`src/hdl/nqs_pkg.sv`:
```
// Shared types and constants for the n-queens solution generator.
`timescale 1ns / 1ps

package nqs_pkg;

   localparam int COL_W     = 4;     // one stack entry / one placement nibble
   localparam int PLACE_W   = 64;
   localparam int COUNT_W   = 24;
   localparam int BSZ_W     = 5;
   localparam int CSR_AW    = 3;
   localparam int CSR_DW    = 32;
   localparam int CSR_IDX_W = CSR_AW - 2;

   localparam logic [COUNT_W-1:0]   COUNT_MAX      = {COUNT_W{1'b1}};
   localparam logic [BSZ_W-1:0]     BSZ_RESET      = 5'd8;
   localparam logic [CSR_IDX_W-1:0] CSR_BOARD_SIZE = 1'b0;

   typedef enum logic [3:0] {
      OP_NONE,
      OP_CLEAR,
      OP_COL0,
      OP_PLACE,
      OP_NEXT_COL,
      OP_POP,
      OP_FOUND,
      OP_EXHAUST,
      OP_LOAD
   } nqs_op_type;

   typedef struct packed {
      nqs_op_type op;
      logic       found;
   } nqs_cmd_type;

   typedef struct packed {
      logic done;
      logic count_nz;
      logic row_at_n;
      logic row_zero;
      logic col_end;
      logic free;
   } nqs_status_type;

endpackage

```
`src/hdl/nqs_datapath.sv`:
```
// Search datapath: column stack, occupancy masks, counter and result register.
`timescale 1ns / 1ps

module nqs_datapath #(
   parameter int MAX_N = 16,
   localparam int ROW_W = $clog2(MAX_N + 1)
) (
   input  logic                          clock,
   input  logic                          reset,
   input  nqs_pkg::nqs_cmd_type          cmd,
   input  logic [ROW_W-1:0]              n,
   output nqs_pkg::nqs_status_type       status,
   output logic                          out_found,
   output logic                          out_exhausted,
   output logic [nqs_pkg::PLACE_W-1:0]   out_placement,
   output logic [nqs_pkg::COUNT_W-1:0]   out_count
);
   import nqs_pkg::*;

   localparam int IDX_W  = $clog2(MAX_N);
   localparam int DIAG_N = 2 * MAX_N - 1;
   localparam int DG_W   = $clog2(DIAG_N);

   logic [ROW_W-1:0]   row_ff, row_in;
   logic [ROW_W-1:0]   col_ff, col_in;
   logic [MAX_N-1:0]   cols_ff, cols_in;
   logic [DIAG_N-1:0]  diag_ff, diag_in;
   logic [DIAG_N-1:0]  anti_ff, anti_in;
   logic [COUNT_W-1:0] count_ff, count_in;
   logic               done_ff, done_in;
   logic [COL_W-1:0]   stack_ff [MAX_N];

   logic               found_ff;
   logic               exhausted_ff;
   logic [PLACE_W-1:0] placement_ff;
   logic [COUNT_W-1:0] out_count_ff;

   logic [IDX_W-1:0]   row_idx, col_idx, top_idx, tog_row, tog_col;
   logic [ROW_W-1:0]   top_row;
   logic [COL_W-1:0]   top_col;
   logic [DG_W-1:0]    chk_diag, chk_anti, tog_diag, tog_anti;
   logic [MAX_N-1:0]   col_hot;
   logic [DIAG_N-1:0]  diag_hot, anti_hot;
   logic [PLACE_W-1:0] placement_w;

   // free test at the current row / column
   assign row_idx  = row_ff[IDX_W-1:0];
   assign col_idx  = col_ff[IDX_W-1:0];
   assign chk_diag = DG_W'(row_idx) + DG_W'(MAX_N - 1) - DG_W'(col_idx);
   assign chk_anti = DG_W'(row_idx) + DG_W'(col_idx);

   // top of stack, used when backing up one row
   assign top_row = row_ff - ROW_W'(1);
   assign top_idx = top_row[IDX_W-1:0];
   assign top_col = stack_ff[top_idx];

   // toggle target: place at (row, col) or remove the queen of the row above
   always_comb begin
      if (cmd.op == OP_POP) begin
         tog_row = top_idx;
         tog_col = IDX_W'(top_col);
      end else begin
         tog_row = row_idx;
         tog_col = col_idx;
      end
   end

   assign tog_diag = DG_W'(tog_row) + DG_W'(MAX_N - 1) - DG_W'(tog_col);
   assign tog_anti = DG_W'(tog_row) + DG_W'(tog_col);
   assign col_hot  = MAX_N'(1) << tog_col;
   assign diag_hot = DIAG_N'(1) << tog_diag;
   assign anti_hot = DIAG_N'(1) << tog_anti;

   assign status.done     = done_ff;
   assign status.count_nz = (count_ff != '0);
   assign status.row_at_n = (row_ff == n);
   assign status.row_zero = (row_ff == '0);
   assign status.col_end  = (col_ff >= n);
   assign status.free     = !cols_ff[col_idx] && !diag_ff[chk_diag] && !anti_ff[chk_anti];

   always_comb begin
      row_in   = row_ff;
      col_in   = col_ff;
      cols_in  = cols_ff;
      diag_in  = diag_ff;
      anti_in  = anti_ff;
      count_in = count_ff;
      done_in  = done_ff;
      unique case (cmd.op)
         OP_CLEAR: begin
            row_in   = '0;
            col_in   = '0;
            cols_in  = '0;
            diag_in  = '0;
            anti_in  = '0;
            count_in = '0;
            done_in  = 1'b0;
         end
         OP_COL0: begin
            col_in = '0;
         end
         OP_PLACE: begin
            cols_in = cols_ff ^ col_hot;
            diag_in = diag_ff ^ diag_hot;
            anti_in = anti_ff ^ anti_hot;
            row_in  = row_ff + ROW_W'(1);
            col_in  = '0;
         end
         OP_NEXT_COL: begin
            col_in = col_ff + ROW_W'(1);
         end
         OP_POP: begin
            cols_in = cols_ff ^ col_hot;
            diag_in = diag_ff ^ diag_hot;
            anti_in = anti_ff ^ anti_hot;
            row_in  = top_row;
            col_in  = ROW_W'(top_col) + ROW_W'(1);
         end
         OP_FOUND: begin
            if (count_ff != COUNT_MAX) begin
               count_in = count_ff + COUNT_W'(1);
            end
         end
         OP_EXHAUST: begin
            done_in = 1'b1;
            row_in  = '0;
         end
         default: begin
         end
      endcase
   end

   always_ff @(posedge clock) begin
      if (reset) begin
         row_ff   <= '0;
         col_ff   <= '0;
         cols_ff  <= '0;
         diag_ff  <= '0;
         anti_ff  <= '0;
         count_ff <= '0;
         done_ff  <= 1'b0;
      end else begin
         row_ff   <= row_in;
         col_ff   <= col_in;
         cols_ff  <= cols_in;
         diag_ff  <= diag_in;
         anti_ff  <= anti_in;
         count_ff <= count_in;
         done_ff  <= done_in;
      end
   end

   // placement from the stack, rows at or above n read as zero
   always_comb begin
      placement_w = '0;
      for (int k = 0; k < MAX_N; k++) begin
         if (ROW_W'(k) < n) begin
            placement_w[COL_W*k +: COL_W] = stack_ff[k];
         end
      end
   end

   always_ff @(posedge clock) begin
      if (cmd.op == OP_PLACE) begin
         stack_ff[row_idx] <= COL_W'(col_ff);
      end
      if (cmd.op == OP_LOAD) begin
         found_ff     <= cmd.found;
         exhausted_ff <= done_ff;
         placement_ff <= cmd.found ? placement_w : '0;
         out_count_ff <= count_ff;
      end
   end

   assign out_found     = found_ff;
   assign out_exhausted = exhausted_ff;
   assign out_placement = placement_ff;
   assign out_count     = out_count_ff;

endmodule

```
`src/hdl/nqs_ctrl.sv`:
```
// Search controller: sequences clear, resume, place/backtrack steps and result load.
`timescale 1ns / 1ps

module nqs_ctrl (
   input  logic                    clock,
   input  logic                    reset,
   input  logic                    req_tvalid,
   input  logic                    req_restart,
   output logic                    req_tready,
   input  logic                    cfg_wr,
   output logic                    rsp_tvalid,
   input  logic                    rsp_tready,
   input  nqs_pkg::nqs_status_type status,
   output nqs_pkg::nqs_cmd_type    cmd
);
   import nqs_pkg::*;

   typedef enum logic [1:0] {
      ST_IDLE,
      ST_START,
      ST_SEARCH,
      ST_RESP
   } state_type;

   state_type  state_ff, state_in;
   logic       found_ff, found_in;
   logic       valid_ff, valid_in;
   nqs_op_type op;

   // a CSR write clears the search this cycle, so req_tready is held low while it happens
   assign req_tready = (state_ff == ST_IDLE) && !cfg_wr;
   assign rsp_tvalid = valid_ff;
   assign cmd.op     = op;
   assign cmd.found  = found_ff;

   always_comb begin
      state_in = state_ff;
      found_in = found_ff;
      valid_in = valid_ff && !rsp_tready;
      op       = OP_NONE;
      unique case (state_ff)
         ST_IDLE: begin
            if (cfg_wr) begin
               op = OP_CLEAR;
            end else if (req_tvalid) begin
               if (req_restart) begin
                  op = OP_CLEAR;
               end
               state_in = ST_START;
            end
         end
         ST_START: begin
            if (status.done) begin
               found_in = 1'b0;
               state_in = ST_RESP;
            end else if (status.count_nz && status.row_at_n) begin
               if (status.row_zero) begin
                  op       = OP_EXHAUST;
                  found_in = 1'b0;
                  state_in = ST_RESP;
               end else begin
                  op       = OP_POP;
                  state_in = ST_SEARCH;
               end
            end else begin
               op       = OP_COL0;
               state_in = ST_SEARCH;
            end
         end
         ST_SEARCH: begin
            if (status.row_at_n) begin
               op       = OP_FOUND;
               found_in = 1'b1;
               state_in = ST_RESP;
            end else if (!status.col_end) begin
               op = status.free ? OP_PLACE : OP_NEXT_COL;
            end else if (status.row_zero) begin
               op       = OP_EXHAUST;
               found_in = 1'b0;
               state_in = ST_RESP;
            end else begin
               op = OP_POP;
            end
         end
         ST_RESP: begin
            if (!valid_ff || rsp_tready) begin
               op       = OP_LOAD;
               valid_in = 1'b1;
               state_in = ST_IDLE;
            end
         end
         default: begin
            state_in = ST_IDLE;
         end
      endcase
   end

   always_ff @(posedge clock) begin
      if (reset) begin
         state_ff <= ST_IDLE;
         found_ff <= 1'b0;
         valid_ff <= 1'b0;
      end else begin
         state_ff <= state_in;
         found_ff <= found_in;
         valid_ff <= valid_in;
      end
   end

endmodule

```
`src/hdl/n_queens_solution_generator_unit.sv`:
```
// Top level of the n-queens solution generator: CSR block, controller and datapath.
`timescale 1ns / 1ps

// Usage
//  - Request channel (req_*): one bit, restart. restart=1 clears the search and
//    starts from row 0; restart=0 resumes after the last placement given.
//  - Response channel (rsp_*): one response per request: found, exhausted,
//    placement (column of row k at bits 4k+3..4k) and the saturating count.
//  - CSR: board_size at byte address 0 (reset 8, sizes above MAX_N act as
//    MAX_N). Any write to it also clears the search. Write only when idle.
//  - Flow: a request passes the start state, the search walk and the response
//    state; the walk is made of place/advance/backtrack steps, and the search unit
//    tests one (row, column) square or removes one queen per cycle. The
//    walk is skipped when it ends at once (already exhausted, empty board).
//  - One request at a time: req_tready is high only while idle and no CSR
//    write is in its access cycle. A finished response sits in the output
//    register; the next request is accepted while it waits, and its response
//    loads once the old one is taken.
//  - Reset clears the masks, row, counter and exhausted flag; no clearing pass.
//  - A stalled receiver just holds rsp_tvalid and data; nothing is dropped.
module n_queens_solution_generator_unit #(
   parameter int MAX_N = 16
) (
   input  logic                          clock,
   input  logic                          reset,
   // request channel
   input  logic                          req_tvalid,
   output logic                          req_tready,
   input  logic [7:0]                    req_tdata,   // [0] restart
   // response channel
   output logic                          rsp_tvalid,
   input  logic                          rsp_tready,
   output logic [87:0]                   rsp_tdata,   // [63:0] placement, [87:64] solution_number
   output logic [1:0]                    rsp_tuser,   // [0] found, [1] exhausted
   // CSR port
   input  logic                          csr_psel,
   input  logic                          csr_penable,
   input  logic                          csr_pwrite,
   input  logic [nqs_pkg::CSR_AW-1:0]    csr_paddr,
   input  logic [nqs_pkg::CSR_DW-1:0]    csr_pwdata,
   output logic [nqs_pkg::CSR_DW-1:0]    csr_prdata,
   output logic                          csr_pready
);
   import nqs_pkg::*;

   localparam int ROW_W = $clog2(MAX_N + 1);

   logic [BSZ_W-1:0]     board_size_ff, board_size_in;
   logic [CSR_IDX_W-1:0] csr_index;
   logic                 csr_write;
   logic                 cfg_wr;
   logic [ROW_W-1:0]     n_eff;

   nqs_cmd_type          cmd;
   nqs_status_type       status;
   logic                 out_found, out_exhausted;
   logic [PLACE_W-1:0]   out_placement;
   logic [COUNT_W-1:0]   out_count;

   // CSR: one register; writes to unmapped addresses are dropped
   assign csr_pready = 1'b1;
   assign csr_index  = csr_paddr[CSR_AW-1:2];
   assign csr_write  = csr_psel && csr_penable && csr_pwrite && csr_pready;
   assign cfg_wr     = csr_write && (csr_index == CSR_BOARD_SIZE);
   assign csr_prdata = (csr_index == CSR_BOARD_SIZE) ? CSR_DW'(board_size_ff) : '0;

   assign board_size_in = cfg_wr ? csr_pwdata[BSZ_W-1:0] : board_size_ff;

   always_ff @(posedge clock) begin
      if (reset) begin
         board_size_ff <= BSZ_RESET;
      end else begin
         board_size_ff <= board_size_in;
      end
   end

   // board size clamped to what the stack and masks hold
   assign n_eff = (board_size_ff > BSZ_W'(MAX_N)) ? ROW_W'(MAX_N) : ROW_W'(board_size_ff);

   nqs_ctrl u_ctrl (
      .clock       (clock),
      .reset       (reset),
      .req_tvalid  (req_tvalid),
      .req_restart (req_tdata[0]),
      .req_tready  (req_tready),
      .cfg_wr      (cfg_wr),
      .rsp_tvalid  (rsp_tvalid),
      .rsp_tready  (rsp_tready),
      .status      (status),
      .cmd         (cmd)
   );

   nqs_datapath #(
      .MAX_N (MAX_N)
   ) u_datapath (
      .clock         (clock),
      .reset         (reset),
      .cmd           (cmd),
      .n             (n_eff),
      .status        (status),
      .out_found     (out_found),
      .out_exhausted (out_exhausted),
      .out_placement (out_placement),
      .out_count     (out_count)
   );

   assign rsp_tdata = {out_count, out_placement};
   assign rsp_tuser = {out_exhausted, out_found};

   // one request in flight: the cycle after an accept the block is busy
   assert property (@(posedge clock) disable iff (reset)
      (req_tvalid && req_tready) |=> !req_tready)
      else $error("request accepted while a search was still running");

   // a response without a placement reports exhaustion and an empty placement
   assert property (@(posedge clock) disable iff (reset)
      (rsp_tvalid && !rsp_tuser[0]) |-> (rsp_tuser[1] && (rsp_tdata[63:0] == '0)))
      else $error("not-found response without exhausted flag or with placement bits");

   // a placement always carries a nonzero solution count and no exhaustion
   assert property (@(posedge clock) disable iff (reset)
      (rsp_tvalid && rsp_tuser[0]) |-> ((rsp_tdata[87:64] != '0) && !rsp_tuser[1]))
      else $error("placement given with zero count or exhausted flag set");

endmodule

```
`config.mk`:
```
export PLATFORM = sky130hd
export DESIGN_NAME = n_queens_solution_generator_unit
export DESIGN_NICKNAME = d
export VERILOG_FILES = /design/src/hdl/nqs_pkg.sv /design/src/hdl/nqs_datapath.sv /design/src/hdl/nqs_ctrl.sv /design/src/hdl/n_queens_solution_generator_unit.sv
export SDC_FILE = /design/constraint.sdc
export NUM_CORES = 1
export LEC_CHECK = 0
export CAP_MARGIN = 15
export CORE_AREA = 2 2 127 191
export CTS_CLUSTER_DIAMETER = 50
export DETAILED_ROUTE_END_ITERATION = 7
export DIE_AREA = 0 0 129 193
export DONT_BUFFER_PORTS = 1
export GPL_ROUTABILITY_DRIVEN = 0
export GPL_TIMING_DRIVEN = 0
export HOLD_SLACK_MARGIN = 0.03
export MAX_ROUTING_LAYER = met4
export PLACE_DENSITY = 0.75
export SYNTH_ARGS = -nofsm -noshare
export SYNTH_HDL_FRONTEND = slang
export SYNTH_SLANG_ARGS = --single-unit
```
`constraint.sdc`:
```
create_clock -name clock -period 9.13 [get_ports clock]
set_input_delay 0 -clock clock [delete_from_list [all_inputs] [get_ports clock]]
set_output_delay 0 -clock clock [all_outputs]
set_load 0.005 [all_outputs]
```
; ---- Word level (Yosys, flattened, before mapping)
; Memories as Yosys holds them, arrays and structs flattened. A register that Yosys moved wholly into a read port is not among the register bits.
; Index checks and enable logic that the tools add are counted.
[totals]
ramBits = 64
wordCells = 185
register_bits = 148
n_memories = 1
inputBits = 50
[op_classes]
n_mux = 49
eq_ne = 20
shifts = 3
bitwise_logic = 4
n_addsub = 11
magnitude_cmp = 21
reduce_logical = 62
[mem_list]
columns = name, depth, width, read_ports, rd_ports_with_merged_regs, write_ports, line
row1 = u_datapath.stack_ff, 16, 4, 17, 16, 1, nqs_datapath.sv:31  ; logic [COL_W-1:0] stack_ff [MAX_N];
[op_table]
columns = operator, count
row1 = one-hot mux 31 bit (2 select lines), 2
row2 = left shift 1 x 5 -> 31 bit (first input constant), 2
row3 = XOR 31 bit, 2
row4 = one-hot mux 24 bit (2 select lines), 1
row5 = less-than comparator 4 x 5 -> 1 bit (first input constant), 8
row6 = 2-to-1 mux 4 bit, 9
row7 = AND reduction 2 bit, 17
row8 = one-hot mux 16 bit (2 select lines), 1
row9 = one-hot mux 5 bit (3 select lines), 2
row10 = adder 24 x 1 -> 24 bit (second input constant), 1
row11 = 2-to-1 mux 24 bit, 1
row12 = != test 24 bit (second input constant), 1
row13 = nonzero test 24 bit, 1
row14 = logical NOT 1 bit, 22
row15 = less-than comparator 3 x 5 -> 1 bit (first input constant), 4
row16 = == test 4 x 3 -> 1 bit (second input constant), 4
row17 = 2-to-1 mux 2 bit, 8
row18 = one-hot mux 4 bit (4 select lines), 1
row19 = left shift 1 x 4 -> 16 bit (first input constant), 1
row20 = XOR 16 bit, 1
row21 = 2-to-1 mux 1 bit, 15
row22 = less-than comparator 5 x 6 -> 1 bit (second input constant), 2
row23 = adder 4 x 4 -> 5 bit, 2
row24 = adder 4 x 4 -> 5 bit (second input constant), 2
row25 = other kinds (36), 60

; ---- Longest topological paths before layout
[logic_depth]
word_depth = 18
depth_mapped = 26

; ---- By module
; Synthesis repeated with hierarchy kept, for this count alone.
[unflattened]
cells_unflattened = 1298
area_unflattened_um2 = 14066.0
[by_module_without_submodules]
columns = mod, seq_area_each_um2, area_per_inst_um2, cells_each, n_inst
row1 = nqs_datapath, 6886.6, 13111.3, 1178, 1
row2 = n_queens_solution_generator_unit, 100.1, 538.0, 65, 1
row3 = nqs_ctrl, 80.1, 416.6, 55, 1

; ---- Worst setup path after synthesis
; Ideal clock, no wire load.
[synth_path]
path_type = register -> register
start = reg u_ctrl.state_ff[0]
end = reg u_datapath.out_count_ff[0], in the netlist u_datapath.out_count[0] (enable)
required_ns = 8.480
t_arrival_ns = 6.949
path_buffers = 1
stages_incl_launch_ff = 5
slack_ns = 1.531
path_cell_list = dfxtp_1 inv_1 ha_1 clkbuf_1 nor3_1
[synth_via]
elab_chain_cells = 3
elab_cells_between_ends = 6
cone_classes = eq/ne: 4 / mux: 1 / reduce/logical: 1
[synth_lines]
columns = element, line
row1 = from (decl), nqs_ctrl.sv:25  ; state_type state_ff, state_in;
row2 = from (signal assigned), nqs_ctrl.sv:104  ; state_ff <= state_in;
row3 = == test 2 bit (tied with other cells), nqs_ctrl.sv:41  ; unique case (state_ff)
row4 = one-hot mux 4 bit (4 select lines) *, nqs_ctrl.sv:41
row5 = == test 4 bit *, nqs_datapath.sv:167  ; if (cmd.op == OP_LOAD) begin
row6 = to (signal assigned), nqs_datapath.sv:171  ; out_count_ff <= count_ff;
row7 = to (decl), nqs_datapath.sv:36  ; logic [COUNT_W-1:0] out_count_ff;
; Mark *: on every way between the ends. The rest lies on a longest branch, timed or not.
; A chain may end at the register's enable or synchronous reset.

; ---- Worst setup path in the final report
[layout_path]
start = reg u_datapath.col_ff[0]
end = reg u_datapath.anti_ff[23]
[layout_via]
elab_chain_cells = 16
elab_cells_between_ends = 29
cone_classes = add/sub: 3 / order compare: 1 / eq/ne: 3 / shift: 1 / mux: 13 / bitwise: 1 / reduce/logical: 7
[layout_lines]
columns = element, line
row1 = from (decl), nqs_datapath.sv:25  ; logic [ROW_W-1:0] col_ff, col_in;
row2 = from (signal assigned), nqs_datapath.sv:144  ; col_ff <= col_in;
row3 = subtractor 5 x 4 -> 5 bit, nqs_datapath.sv:49  ; assign chk_diag = DG_W'(row_idx) + DG_W'(MAX_N - 1) - DG_W'(col_idx);
row4 = binary-select mux 1 bit (select 5 bit), nqs_datapath.sv:79  ; assign status.free = !cols_ff[col_idx] && !diag_ff[chk_diag] && !anti_ff[chk_anti];
row5 = 2-to-1 mux 1 bit (not written as such), nqs_datapath.sv:79
row6 = logical NOT 1 bit, nqs_datapath.sv:79
row7 = logical AND 1 bit (2 in a row), nqs_datapath.sv:79
row8 = 2-to-1 mux 3 bit, nqs_ctrl.sv:76  ; op = status.free ? OP_PLACE : OP_NEXT_COL;
row9 = 2-to-1 mux 4 bit, nqs_ctrl.sv:75  ; end else if (!status.col_end) begin
row10 = 2-to-1 mux 4 bit, nqs_ctrl.sv:71  ; if (status.row_at_n) begin
row11 = one-hot mux 4 bit (4 select lines), nqs_ctrl.sv:41
row12 = == test 4 x 3 -> 1 bit, "nqs_datapath.sv:59, nqs_datapath.sv:89"
row13 = 2-to-1 mux 4 bit, nqs_datapath.sv:59  ; if (cmd.op == OP_POP) begin
row14 = adder 4 x 4 -> 5 bit, nqs_datapath.sv:69  ; assign tog_anti = DG_W'(tog_row) + DG_W'(tog_col);
row15 = left shift 1 x 5 -> 31 bit, nqs_datapath.sv:72  ; assign anti_hot = DIAG_N'(1) << tog_anti;
row16 = XOR 31 bit, "nqs_datapath.sv:105, nqs_datapath.sv:115"
row17 = one-hot mux 31 bit (2 select lines), nqs_datapath.sv:89  ; unique case (cmd.op)
row18 = to (signal assigned), nqs_datapath.sv:147  ; anti_ff <= anti_in;
row19 = to (decl), nqs_datapath.sv:28  ; logic [DIAG_N-1:0] anti_ff, anti_in;
; Parallel ways exist; a longest one is shown, timed or not. The select of a mux whose other input is x is not followed.

==> out/qor.csv <==
stage,metric,value,unit
finish,antenna_cells,0,
finish,mostFrequentLayoutCells,"edfxtp_1, dfxtp_1, nor2_1, a21oi_1, nand2_1",
worst_setup_path,path_class,flop to flop,
yosys,ys_async_sr_fraction,0,
routing,wl_per_cell,20.3,µm
global_routing,gr-usage-met3,0.0309,
routing,viasPerCell,6.11,
clock_network,cts_hold_buf,10,
power_and_ir_drop,peakVddDrop,205,µV
global_routing,gr-usage-met1,0.295,
timing,fin_ws,1.28,ns
timing,slew_headroom,0.330,
die,core_area,23400,µm²
routing,drtPass1Iterations,5,
clock_network,clock_latency,0.54,ns
clock_network,cts.sinks,276,
timing,post-route-period-util,0.859,
worst_hold_path,min_path_cells,1,
yosys,syn_area,13700,µm²
routing,remaining_drc_errors,0,
timing,skew,0.0193,ns
finish,utilization,0.653,
global_routing,grt-ovfl-total,0,
clock_network,postCtsSetupRepairBufs,0,
yosys,ys_types,78,
finish,layout_commonest_cell,edfxtp_1,
power_and_ir_drop,p_total,0.00369,W
global_routing,grt_max_degree,26,
worst_setup_path,crit_slowest_cell,dfxtp_1,
worst_hold_path,min_to,csr_prdata[4],
routing,vias,9953,
timing,fmax,127,MHz
place,io_buffers,0,
worst_setup_path,critPathMaxFanout,18,
yosys,synth-edff-count,154,
timing,whs,0.0340,ns
finish,layout.nets,1384,
worst_setup_path,ff2ff_path_depth,22,
die,dieArea,24900,µm²
worst_setup_path,cp-start-kind,flop,
global_routing,track_usage,0.273,
finish,final_cells,1629,
place,dp_hpwl,23.9,mm
worst_setup_path,cp.required,9.58,ns
die,die-width,129,µm
clock_network,clockRootBuffer,clkbuf_16,
worst_hold_path,hold_class,input pin to primary output,
power_and_ir_drop,p_leak,5.40,nW
clock_network,ctsResizeCount,0,
worst_setup_path,rrSetupSlack,1.28,ns
global_routing,first_global_vias,9722,
timing,worst_slew_pin_slew,1.00,ns
worst_setup_path,crit_path_end_kind,flop,
routing,drtAntennaViolNets,0,
power_and_ir_drop,power_density,241,nW/µm²
die,rows,69,
worst_setup_path,rr_endpoint,u_datapath.anti_ff[23]$_SDFFE_PP0P_,
clock_network,cts_tree,done,
run_status,status,completed,
worst_setup_path,cp.arrival,8.30,ns
die,io_pins,175,
clock_network,ctsLongestPathBuffers,3,
global_routing,grt_pass1_wl,51.5,mm
die,die_h,193,µm
clock_network,htree_levels,1,
worst_setup_path,crit_top_cell,inv_1,
global_routing,antenna_found_initial,0,
yosys,ys.flop_type,edfxtp_1,
yosys,ys_seq_area_frac,0.515,
run,max_cap_viol_count,0,
worst_setup_path,crit_chain,"buf_2, inv_1, ha_1, fa_1, xor2_1, mux4_2, o211a_1, o21a_4, a31o_2, nand3_1, inv_2, clkbuf_1, o21ai_0, inv_1, fa_1, inv_1, a21oi_1, o21bai_1, nand3b_1, clkbuf_1, or3_1, a21oi_1",
timing,drv_slew,0,
yosys,ys_ff_latch,276,
timing,finalHoldViolations,0,
worst_hold_path,hold_start,csr_paddr[2],
global_routing,top_usage_layer,met2,
worst_setup_path,slowest_delay,0.80,ns
yosys,synth_warnings,0,
finish,layout-drive-gt1-share,0.118,
place,post-place-cells,1571,
worst_setup_path,reg2reg_from,u_datapath.col_ff[0]$_SDFFE_PP0P_,
timing,layout_min_cycle_time,7.85,ns
clock_network,path_clk_slew,0.06,ns
global_routing,gr-usage-met2,0.501,
routing,drtIter0Drc,691,
routing,finalWirelength,33.0,mm
yosys,netlist_instances,1219,
timing,final-setup-viol-count,0,
place,pre_cts_slack,1.39,ns
timing,rsz0062_at_grt,no,
die,start_util,0.586,
finish,syn2layout_area_growth,11.4,%
clock_network,cts-buffers-inserted,26,
yosys,synth.avg_cell_area,11.3,µm²
-- cells in the mapped netlist, types with 4 or more instances --
cell type,instances,share of area
edfxtp_1,154,0.34
dfxtp_1,122,0.18
nor2_1,83,0.023
a21oi_1,76,0.028
nand2_1,71,0.019
and2_1,60,0.027
o211ai_1,54,0.030
clkbuf_1,46,0.013
or3_1,41,0.019
ha_1,40,0.036
mux4_2,37,0.061
inv_1,35,0.0096
xnor2_1,35,0.022
nor3_1,33,0.012
buf_4,32,0.018
mux2i_1,27,0.020
or4_1,26,0.014
o21ai_0,22,0.0080
nand3_1,21,0.0077
o31ai_1,18,0.0099
o41ai_1,15,0.0096
and3_1,13,0.0059
nor2b_1,13,0.0059
buf_2,9,0.0033
nand2b_1,8,0.0036
xor2_1,8,0.0051
nand4_1,7,0.0032
nor4_1,7,0.0032
a21o_1,5,0.0027
a31oi_1,5,0.0023
buf_1,5,0.0014
o21a_1,5,0.0027
o311ai_0,5,0.0032
a21boi_0,4,0.0022
and4_1,4,0.0026
fa_1,4,0.0058
nand3b_1,4,0.0022
nor4b_1,4,0.0026
o211a_1,4,0.0029
-- worst max-delay path by stage --
stage,slack (ns),from,cells past startpoint,end
after floorplan,1.53,u_ctrl.state_ff[0]$_SDFFE_PP0P_,4,u_datapath.out_count[0]$_DFFE_PN_
after global placement,-0.41,u_ctrl.state_ff[0]$_SDFFE_PP0P_,4,u_datapath.out_placement[24]$_SDFFCE_PN0N_
after detailed placement,1.39,u_datapath.col_ff[0]$_SDFFE_PP0P_,22,u_datapath.anti_ff[23]$_SDFFE_PP0P_
after CTS,1.32,u_datapath.col_ff[0]$_SDFFE_PP0P_,22,u_datapath.anti_ff[23]$_SDFFE_PP0P_
after global routing,0.77,u_datapath.col_ff[0]$_SDFFE_PP0P_,22,u_datapath.anti_ff[23]$_SDFFE_PP0P_
final,1.28,u_datapath.col_ff[0]$_SDFFE_PP0P_,22,u_datapath.anti_ff[23]$_SDFFE_PP0P_
-- power breakdown --
part / switching (W) / total, W / internal (W)
Sequential: 0.0000353 / 0.00138 / 0.00134
Clock: 0.000462 / 0.00109 / 0.000631
Combinational: 0.000799 / 0.00122 / 0.000418
Total: 0.00130 / 0.00369 / 0.00239
-- flip-flops by register name (all words and copies together), names as in the netlist, 2 cells and up --
signal and cells:
u_datapath.out_count 24, u_datapath.diag_ff 31, u_ctrl.state_ff 2, u_datapath.col_ff 5, u_datapath.count_ff 24, u_datapath.row_ff 5, u_datapath.out_placement 64, u_datapath.cols_ff 16
u_datapath.stack_ff 64, u_datapath.anti_ff 31, board_size_ff 5
-- routing by layer --
layer  wire [µm]  vias to the layer above
met1       12100                     4755
met3        1630                      111
met2       17700                      435
li1            -                     4652
met5           0                        -
met4        1550                        0
-- critical path: cells and delay by family, from the launching register on --
kind / cells / cell delay, ns
AOI/OAI and AO/OA: 7 / 2.16
xor gates and xnor gates: 1 / 0.65
adders and majority gates: 3 / 1.21
buffers and inverters: 7 / 1.52
DFF: 1 / 0.80
muxes: 1 / 0.63
and+or+nand+nor: 3 / 0.77
-- cell families (layout without fill, tap and decap cells) --
group           Yosys count  after routing  synth area share
buf+inv                 135            200            0.0491
flops                   276            276             0.515
simple gates            406            406             0.160
other cells               2             28          0.000547
mux                      67             67            0.0829
xor+xnor                 43             43            0.0275
fa+ha+maj                44             44            0.0423
compound gates          246            246             0.123
-- cell type report --
cell class | instances | area [µm²]
Fill cell | 1798 | 8120
Timing Repair Buffer | 17 | 179
Tap cell | 319 | 399
Buffer | 97 | 531
Clock inverter | 15 | 138
Multi-Input combinational cell | 834 | 6080
Sequential cell | 276 | 7070
Inverter | 38 | 143
Clock buffer | 33 | 739
-- per-stage QoR --
| stage | TNS [ns] | cell area (µm²) |
|---|---|---|
| after detailed placement | 0 | 14300 |
| after global routing | 0 | 15300 |
| final | 0 | 15300 |
| after CTS | 0 | 15300 |
| after floorplan | 0 | 13800 |
| after global placement | -35.77 | 14200 |
No activity file was read; power rests on OpenSTA's default activity.
